<file path="src/hdl/pli_pkg.sv">
// Shared types, constants and microprogram of the interpolator
package pli_pkg;

	localparam int MAX_POINTS = 64;
	localparam int COORD_W    = 32;
	localparam int ADDR_W     = $clog2(MAX_POINTS);
	localparam int INDEX_W    = 6;
	localparam int COUNT_W    = 7;
	localparam int CFG_DATA_W = 7;
	localparam int CFG_INDEX_W = 1;
	localparam int STATUS_W   = 2;

	// divider widths: magnitude of a value difference, remainder headroom
	localparam int MAG_W = COORD_W + 1;
	localparam int R2_W  = COORD_W + 2;
	localparam int CNT_W = $clog2(MAG_W);

	localparam logic [CFG_INDEX_W-1:0] REG_INTERP_MODE = 1'd0;
	localparam logic [CFG_INDEX_W-1:0] REG_POINT_COUNT = 1'd1;

	localparam logic CMD_LOAD  = 1'b0;
	localparam logic CMD_QUERY = 1'b1;

	localparam logic [STATUS_W-1:0] STATUS_IN_RANGE = 2'd0;
	localparam logic [STATUS_W-1:0] STATUS_BELOW    = 2'd1;
	localparam logic [STATUS_W-1:0] STATUS_BEYOND   = 2'd2;
	localparam logic [STATUS_W-1:0] STATUS_LOAD     = 2'd3;

	typedef struct packed {
		logic                      cmd;
		logic [INDEX_W-1:0]        entry_index;
		logic signed [COORD_W-1:0] position;
		logic signed [COORD_W-1:0] entry_value;
	} in_t;

	typedef struct packed {
		logic signed [COORD_W-1:0] result_value;
		logic [STATUS_W-1:0]       status;
	} out_t;

	// datapath operations
	localparam int OP_W = 4;
	localparam logic [OP_W-1:0] OP_NOP     = 4'd0;
	localparam logic [OP_W-1:0] OP_IDLE    = 4'd1;
	localparam logic [OP_W-1:0] OP_TOP     = 4'd2;
	localparam logic [OP_W-1:0] OP_RES_VAL = 4'd3;
	localparam logic [OP_W-1:0] OP_FIRST   = 4'd4;
	localparam logic [OP_W-1:0] OP_SCAN    = 4'd5;
	localparam logic [OP_W-1:0] OP_SETUP   = 4'd6;
	localparam logic [OP_W-1:0] OP_DIV     = 4'd7;
	localparam logic [OP_W-1:0] OP_FINISH  = 4'd8;
	localparam logic [OP_W-1:0] OP_EMIT    = 4'd9;

	// table read address select
	localparam int RSEL_W = 2;
	localparam logic [RSEL_W-1:0] RA_LAST = 2'd0;
	localparam logic [RSEL_W-1:0] RA_PREV = 2'd1;
	localparam logic [RSEL_W-1:0] RA_ZERO = 2'd2;
	localparam logic [RSEL_W-1:0] RA_K    = 2'd3;

	// jump conditions
	localparam int COND_W = 4;
	localparam logic [COND_W-1:0] C_NEXT      = 4'd0;
	localparam logic [COND_W-1:0] C_ALWAYS    = 4'd1;
	localparam logic [COND_W-1:0] C_NO_QUERY  = 4'd2;
	localparam logic [COND_W-1:0] C_X_BELOW   = 4'd3;
	localparam logic [COND_W-1:0] C_LINEAR    = 4'd4;
	localparam logic [COND_W-1:0] C_SCAN_ON   = 4'd5;
	localparam logic [COND_W-1:0] C_NO_INTERP = 4'd6;
	localparam logic [COND_W-1:0] C_DIV_BUSY  = 4'd7;
	localparam logic [COND_W-1:0] C_OUT_BUSY  = 4'd8;

	// program steps
	localparam int UPC_W = 4;
	localparam logic [UPC_W-1:0] S_IDLE      = 4'd0;
	localparam logic [UPC_W-1:0] S_RD_LAST   = 4'd1;
	localparam logic [UPC_W-1:0] S_CHK_LAST  = 4'd2;
	localparam logic [UPC_W-1:0] S_LINEAR    = 4'd3;
	localparam logic [UPC_W-1:0] S_STEP_VAL  = 4'd4;
	localparam logic [UPC_W-1:0] S_RD_FIRST  = 4'd5;
	localparam logic [UPC_W-1:0] S_CHK_FIRST = 4'd6;
	localparam logic [UPC_W-1:0] S_SCAN_RD   = 4'd7;
	localparam logic [UPC_W-1:0] S_SCAN_CHK  = 4'd8;
	localparam logic [UPC_W-1:0] S_SETUP     = 4'd9;
	localparam logic [UPC_W-1:0] S_DIV       = 4'd10;
	localparam logic [UPC_W-1:0] S_FINISH    = 4'd11;
	localparam logic [UPC_W-1:0] S_EMIT      = 4'd12;
	localparam logic [UPC_W-1:0] S_RETURN    = 4'd13;

	typedef struct packed {
		logic [UPC_W-1:0]  target;
		logic [COND_W-1:0] cond;
		logic [RSEL_W-1:0] rsel;
		logic [OP_W-1:0]   op;
	} uword_t;

	typedef struct packed {
		logic query_start;
		logic x_below;
		logic linear;
		logic scan_on;
		logic no_interp;
		logic div_busy;
		logic out_busy;
	} flags_t;

	function automatic uword_t uw(input logic [OP_W-1:0] op, input logic [RSEL_W-1:0] rsel,
			input logic [COND_W-1:0] cond, input logic [UPC_W-1:0] target);
		uword_t w;
		w.op     = op;
		w.rsel   = rsel;
		w.cond   = cond;
		w.target = target;
		return w;
	endfunction

	// control store; on a true condition jump to target, else fall through
	function automatic uword_t ucode(input logic [UPC_W-1:0] step);
		uword_t w;
		unique case (step)
			S_IDLE:      w = uw(OP_IDLE,    RA_LAST, C_NO_QUERY,  S_IDLE);
			S_RD_LAST:   w = uw(OP_NOP,     RA_LAST, C_NEXT,      S_IDLE);
			S_CHK_LAST:  w = uw(OP_TOP,     RA_PREV, C_X_BELOW,   S_RD_FIRST);
			S_LINEAR:    w = uw(OP_NOP,     RA_PREV, C_LINEAR,    S_EMIT);
			S_STEP_VAL:  w = uw(OP_RES_VAL, RA_ZERO, C_ALWAYS,    S_EMIT);
			S_RD_FIRST:  w = uw(OP_NOP,     RA_ZERO, C_NEXT,      S_IDLE);
			S_CHK_FIRST: w = uw(OP_FIRST,   RA_ZERO, C_X_BELOW,   S_EMIT);
			S_SCAN_RD:   w = uw(OP_NOP,     RA_K,    C_NEXT,      S_IDLE);
			S_SCAN_CHK:  w = uw(OP_SCAN,    RA_K,    C_SCAN_ON,   S_SCAN_RD);
			S_SETUP:     w = uw(OP_SETUP,   RA_K,    C_NO_INTERP, S_EMIT);
			S_DIV:       w = uw(OP_DIV,     RA_K,    C_DIV_BUSY,  S_DIV);
			S_FINISH:    w = uw(OP_FINISH,  RA_K,    C_NEXT,      S_IDLE);
			S_EMIT:      w = uw(OP_EMIT,    RA_K,    C_OUT_BUSY,  S_EMIT);
			S_RETURN:    w = uw(OP_NOP,     RA_K,    C_ALWAYS,    S_IDLE);
			default:     w = uw(OP_NOP,     RA_K,    C_ALWAYS,    S_IDLE);
		endcase
		return w;
	endfunction

endpackage

</file>
<file path="src/hdl/pli_sequencer.sv">
// Microprogram counter, control store fetch and jump logic
module pli_sequencer (
	input  logic            clk,
	input  logic            arst_n,
	input  pli_pkg::flags_t flags,
	output pli_pkg::uword_t ctrl
);

	logic [pli_pkg::UPC_W-1:0] upc_q;
	logic                      take;

	assign ctrl = pli_pkg::ucode(upc_q);

	always_comb begin
		unique case (ctrl.cond)
			pli_pkg::C_NEXT:      take = 1'b0;
			pli_pkg::C_ALWAYS:    take = 1'b1;
			pli_pkg::C_NO_QUERY:  take = !flags.query_start;
			pli_pkg::C_X_BELOW:   take = flags.x_below;
			pli_pkg::C_LINEAR:    take = flags.linear;
			pli_pkg::C_SCAN_ON:   take = flags.scan_on;
			pli_pkg::C_NO_INTERP: take = flags.no_interp;
			pli_pkg::C_DIV_BUSY:  take = flags.div_busy;
			pli_pkg::C_OUT_BUSY:  take = flags.out_busy;
			default:              take = 1'b0;
		endcase
	end

	always_ff @(posedge clk or negedge arst_n) begin
		if (!arst_n) begin
			upc_q <= pli_pkg::S_IDLE;
		end else if (take) begin
			upc_q <= ctrl.target;
		end else begin
			upc_q <= upc_q + 1'b1;
		end
	end

endmodule

</file>
<file path="config.mk">
export PLATFORM = sky130hd
export DESIGN_NAME = pli_sequencer
export DESIGN_NICKNAME = d
export VERILOG_FILES = /design/src/hdl/pli_pkg.sv /design/src/hdl/pli_sequencer.sv
export SDC_FILE = /design/constraint.sdc
export NUM_CORES = 1
export LEC_CHECK = 0
export BUFFER_PORTS_ARGS = -buffer_cell sky130_fd_sc_hd__buf_2
export CAP_MARGIN = 20
export CORE_MARGIN = 10
export CORE_UTILIZATION = 41
export DETAILED_ROUTE_END_ITERATION = 10
export PLACE_DENSITY = 0.72
export SYNTH_ARGS = -nofsm -noshare
export SYNTH_HDL_FRONTEND = slang
export SYNTH_SLANG_ARGS = --single-unit
export TNS_END_PERCENT = 30
</file>
<file path="constraint.sdc">
create_clock -name clk -period 2.2 [get_ports clk]
set_input_delay 0.22 -clock clk [delete_from_list [all_inputs] [get_ports clk]]
set_output_delay 0.22 -clock clk [all_outputs]
set_load 0.1 [all_outputs]
</file>
== Word level (Yosys, flattened, before mapping) ==
Memory sizes are Yosys's and may differ from the RTL's.
Index checks and enable logic that the tools add are counted.

* Flip-flop bits (word level): 4
* ROM bits: 224
* Word-level logic and storage cells: 14
* Memories kept: 1

* Add/subtract/negate cells: 1
* Equality and inequality tests: 8
* Mux-type cells: 2
* Reduce and logical (&&, ||, !) cells: 1

{| class="wikitable"
|+ Memories
! memory !! depth !! bits a word !! read ports !! clocked after Yosys merged registers in !! wr ports !! line !! text
|-
| (name not given) || 16 || 14 || 1 || 0 || 0 || pli_pkg.sv:120 || <nowiki>unique case (step)</nowiki>
|}

{| class="wikitable"
|+ Operators with widths
! kind !! count
|-
| $eq 4x3->1 const B || 4
|-
| $eq 4x2->1 const B || 2
|-
| $pmux 1 s8 || 1
|-
| $add 4x1->4 const B || 1
|-
| $eq 4x1->1 const B || 1
|-
| $eq 4x4->1 const B || 1
|-
| $mux 4 || 1
|-
| $logic_not 1->1 || 1
|}

== Logic depth before layout (Yosys ltp) ==
An unclocked memory read counts as a cell.

* Word-level depth: 4
* Gate-level depth with buffers: 8

== Worst setup path after synthesis ==
OpenSTA, ideal clock, no wires.

* Kind: register to register
* From: register upc_q[0] in the netlist's numbering
* To: register upc_q[2] in the netlist's numbering
* Library setup time: 0.136 ns
* Arrival: 3.367 ns
* Required time: 2.064 ns
* Slack: -1.303 ns
* Cell stages (with the launch flop): 9
* Path buffers: 1
* Path through: dfrtp_1 -> inv_1 -> ha_1 -> buf_2 -> a21oi_1 -> o21ai_1 -> mux2i_1 -> o32ai_2 -> mux2_1

{| class="wikitable"
|+ RTL lines
! item !! line !! text
|-
| from (decl) || pli_sequencer.sv:9 || <nowiki>logic [pli_pkg::UPC_W-1:0] upc_q;</nowiki>
|-
| from (signal assigned) || pli_sequencer.sv:31 || <nowiki>upc_q <= pli_pkg::S_IDLE;</nowiki>
|-
| from (signal assigned) || pli_sequencer.sv:33 || <nowiki>upc_q <= ctrl.target;</nowiki>
|-
| from (signal assigned) || pli_sequencer.sv:35 || <nowiki>upc_q <= upc_q + 1'b1;</nowiki>
|}

== Worst setup path in the final report ==
* From: register upc_q[0] in the netlist's numbering
* To: register upc_q[3] in the netlist's numbering

* Cells in the longest elaborated chain, start to end: 4

{| class="wikitable"
|+ Ends and longest elaborated chain
! item !! line !! text
|-
| $mem_v2 16x14 || -- ||
|-
| $eq 4x4->1 (tied with other cells) || pli_sequencer.sv:15 || <nowiki>unique case (ctrl.cond)</nowiki>
|-
| $pmux 1 s8 || pli_sequencer.sv:15 ||
|-
| $mux 4 (*) || pli_sequencer.sv:32 || <nowiki>end else if (take) begin</nowiki>
|}

Every way passes the cells marked *; elsewhere a longest branch is shown, timed or not.

==> impl.org <==
** Cells and area
- Final instance count without filler cells :: 123
- Number of flip-flops under the largest register name :: 4
- Registers take 101 sq um.
- Area growth, synth to finish :: 69.6%
- Area of the multi-input gates :: 517 sq um
- Fill cells in the final layout number 95.
- upc_q holds more flip-flops than any other register.
- Diodes inserted :: 0
- The largest registers in the layout are upc_q x4.
- Number of nets in the layout :: 124
- The post-route netlist has 55.6% of its cells at a drive strength greater than 1.

** STA
- The total count of max-transition violations in the final report came to 0.
- Final worst slack :: 0.0600 ns
- Setup violations remaining at the end of the flow were counted as 0.
- Setup repair after global routing left no endpoint under its margin.
- In this run the tightest slew margin relative to its limit is 67.0%.
- The final critical path takes up 97.3% of the cycle.
- Setup TNS :: 0 ns
- At the pin with the least slew margin, the transition time is 0.498 ns.
- Endpoints failing hold :: 0
- For the finished layout, the period the worst path requires is 2.14 ns.
- Across the routed clock network, the largest skew measured is 0.00363 ns.
- Timing would allow up to 467 MHz.

** Yosys
- After technology mapping, the gate count stands at 71.
- Of the synthesized area, sequential elements account for 17.8%.
- Average cell area after synthesis :: 7.93 sq um
- Summing every instance area after synthesis gives 563 sq um.
- Synth cell types :: 26
- Number of warnings issued by yosys :: 0
- Counting every net in the synthesized netlist gives 86.
- Number of storage elements in the synthesis netlist :: 4

** Placed design
- The HPWL after detailed placement is 1530 microns.
- Buffers placed on the I/O ports in this run total 22.
- OpenSTA, run right after detailed placement, puts the worst setup slack at -0.0176 ns.
- Including well taps, the total number of placed cells is 116.
- Routability-driven placement finished with a final weighted congestion of 0.802.

** Worst setup path
- In this run the worst path has a maximum fanout of 5.
- Data required time of the critical path :: 2.31 ns
- The worst register-to-register path has a setup slack of 0.06 ns.
- Critical Path End Type :: flip-flop
- STA classifies the critical path startpoint as a flip-flop.
- For the worst setup path, the data arrival time is 2.25 ns.
- Critical path type :: reg -> reg

** Drt
- The routed layout has 657 vias.
- DR iter-0 viols :: 16
- Post-DR wirelength/cell :: 17.0 microns
- After detailed routing, the number of remaining DRC violations is 0.
- In the routed layout, each cell is associated on average with a via count of 5.34.
- The first detailed-routing pass took 4 iterations.
- Final Routed Wirelength :: 2090 microns
- Antenna-violating nets left :: 0

** Floorplan
- Row cnt :: 13
- The floorplan step defined a die boundary enclosing 3260 sq um.
- Initial core utilization :: 43.3%
- The die is 57.1 microns wide.
- The core region is 1300 sq um.
- I/O pin count :: 23
- From bottom edge to top edge, the die measures 57.1 microns.

** Clocking
- In this run the deepest clock path goes through 2 buffers.
- Clock-pin slew was measured on the worst setup and hold paths at 0.04 ns.
- For the worst-skew pair, the clock arrives at the later sink with an insertion delay of 0.23 ns.
- TritonCTS built the clock tree.
- Clock root cell :: sky130_fd_sc_hd__clkbuf_4
- TritonCTS Buffers :: 3
- CTS built an H-tree with a depth of 1.
- Number of sinks on the clock net :: 4

** Hold path
- The tightest min-delay check is of the in -> async type.

** Flow run
- Total of max-cap violations :: 0

** Global route
- Number of global-route vias before repair :: 714
- For this run, the total global-route usage over all layers was measured as 12.2%.
- Maximum number of pins on one net before global-route repair :: 14
- The total overflow left after global routing is 0.
- First-pass GRT wire length :: 3390 microns
- Antenna violations before repair :: 0

** Run status
- Run status :: complete, no violations
## cell families after synthesis
group           share of synthesized area (%)
compound gates                           28.2
simple gates                             14.9
buf+inv                                  7.11
mux                                      17.1
fa+ha+maj                                13.3
flops                                    17.8
xor+xnor                                 1.56
## worst paths after layout
check | from | endpoint | cells past startpoint
max | upc_q[0] | upc_q[3] | 8
min in group clk | flags[3] | upc_q[1] | 5
min | arst_n | upc_q[1] | 2
max reg2reg | upc_q[0] | upc_q[3] | 8
min reg2reg | upc_q[0] | upc_q[0] | 2
max in group asynchronous | arst_n | upc_q[0] | 2
## Yosys cell counts
master,n,share of area [%]
sky130_fd_sc_hd__a21boi_0,1,1.3
sky130_fd_sc_hd__a21o_1,2,2.7
sky130_fd_sc_hd__a21oi_1,7,6.2
sky130_fd_sc_hd__a2bb2oi_4,1,4.7
sky130_fd_sc_hd__a31oi_1,1,1.1
sky130_fd_sc_hd__buf_2,2,1.8
sky130_fd_sc_hd__clkbuf_1,1,0.67
sky130_fd_sc_hd__dfrtp_1,4,18
sky130_fd_sc_hd__ha_1,6,13
sky130_fd_sc_hd__inv_1,6,4.0
sky130_fd_sc_hd__inv_2,1,0.67
sky130_fd_sc_hd__mux2_1,4,8.0
sky130_fd_sc_hd__mux2_2,1,2.0
sky130_fd_sc_hd__mux2i_1,4,7.1
sky130_fd_sc_hd__nand2_1,8,5.3
sky130_fd_sc_hd__nand2b_2,1,1.6
sky130_fd_sc_hd__nand3_1,2,1.8
sky130_fd_sc_hd__nor2_1,6,4.0
sky130_fd_sc_hd__nor3_1,1,0.89
sky130_fd_sc_hd__o211ai_1,2,2.7
sky130_fd_sc_hd__o21ai_0,4,3.6
sky130_fd_sc_hd__o21ai_1,1,0.89
sky130_fd_sc_hd__o22ai_1,2,2.2
sky130_fd_sc_hd__o32ai_2,1,2.9
sky130_fd_sc_hd__or2b_1,1,1.3
sky130_fd_sc_hd__xnor2_1,1,1.6
## through the flow
step	cell area [sq um]	hold WS (ns)	util [%]
3_5_place_dp	856	0.0314	65.8
3_3_place_gp	856	0.0291	65.8
2_1_floorplan	616	-0.0756	-
5_1_grt	955	0.356	73.4
4_1_cts	928	0.323	71.3
6_report	955	0.339	73.4
## area by class of cell
cell class | count | area share [%]
timing repair buffer | 36 | 27.8
tap | 15 | 1.97
inverter | 7 | 2.75
multi-input combinational | 57 | 54.1
clock buffer | 4 | 2.75
sequential | 4 | 10.6
## worst max-delay path, stage by stage (launching register included)
cell and delay (ns):
sky130_fd_sc_hd__dfrtp_2 0.43, sky130_fd_sc_hd__buf_4 0.16, sky130_fd_sc_hd__ha_2 0.21, sky130_fd_sc_hd__a2bb2oi_4 0.15, sky130_fd_sc_hd__buf_4 0.15, sky130_fd_sc_hd__mux2i_1 0.11, sky130_fd_sc_hd__mux2_4 0.27, sky130_fd_sc_hd__o32ai_4 0.20
sky130_fd_sc_hd__mux2_4 0.34
## repair_timing
action                                  in CTS  in global routing
resized for setup                            9                  3
endpoints found under the hold margin        4                  0
pin swaps                                    2                  3
hold buffers                                 1                  0
buffers inserted                             1                  1
endpoints found under the setup margin       4                  5
## placed cells by master (no fill, tap or decap), types with 2 or more instances in the layout
cell                       Yosys  final
sky130_fd_sc_hd__buf_2         2     18
sky130_fd_sc_hd__buf_4         0     13
sky130_fd_sc_hd__nand2_1       8      8
sky130_fd_sc_hd__inv_1         6      5
sky130_fd_sc_hd__a21oi_1       7      5
sky130_fd_sc_hd__nor2_1        6      5
sky130_fd_sc_hd__mux2_4        0      5
sky130_fd_sc_hd__clkbuf_4      0      4
sky130_fd_sc_hd__mux2i_1       4      3
sky130_fd_sc_hd__ha_2          0      3
sky130_fd_sc_hd__buf_12        0      3
sky130_fd_sc_hd__dfrtp_1       4      3
sky130_fd_sc_hd__inv_2         1      2
sky130_fd_sc_hd__o21ai_0       4      2
sky130_fd_sc_hd__a21o_1        2      2
sky130_fd_sc_hd__a21oi_2       0      2
sky130_fd_sc_hd__nand3_1       2      2
sky130_fd_sc_hd__o211ai_1      2      2
sky130_fd_sc_hd__o21ai_1       1      2
sky130_fd_sc_hd__o22ai_1       2      2
sky130_fd_sc_hd__ha_4          0      2
## per-layer routing
metal / track usage (%) / vias to the layer above / share of wire [%] / wire length, microns
met5: 0 / - / 0 / 0
met3: 1.33 / 0 / 4.4 / 93
met2: 23.4 / 20 / 54 / 1130
met1: 13.4 / 313 / 42 / 871
li1: - / 324 / - / -
met4: 3.69 / 0 / 0 / 0
Power is not shown: default switching activity piles up to over one toggle a cycle in this logic, so the estimate is an artifact.
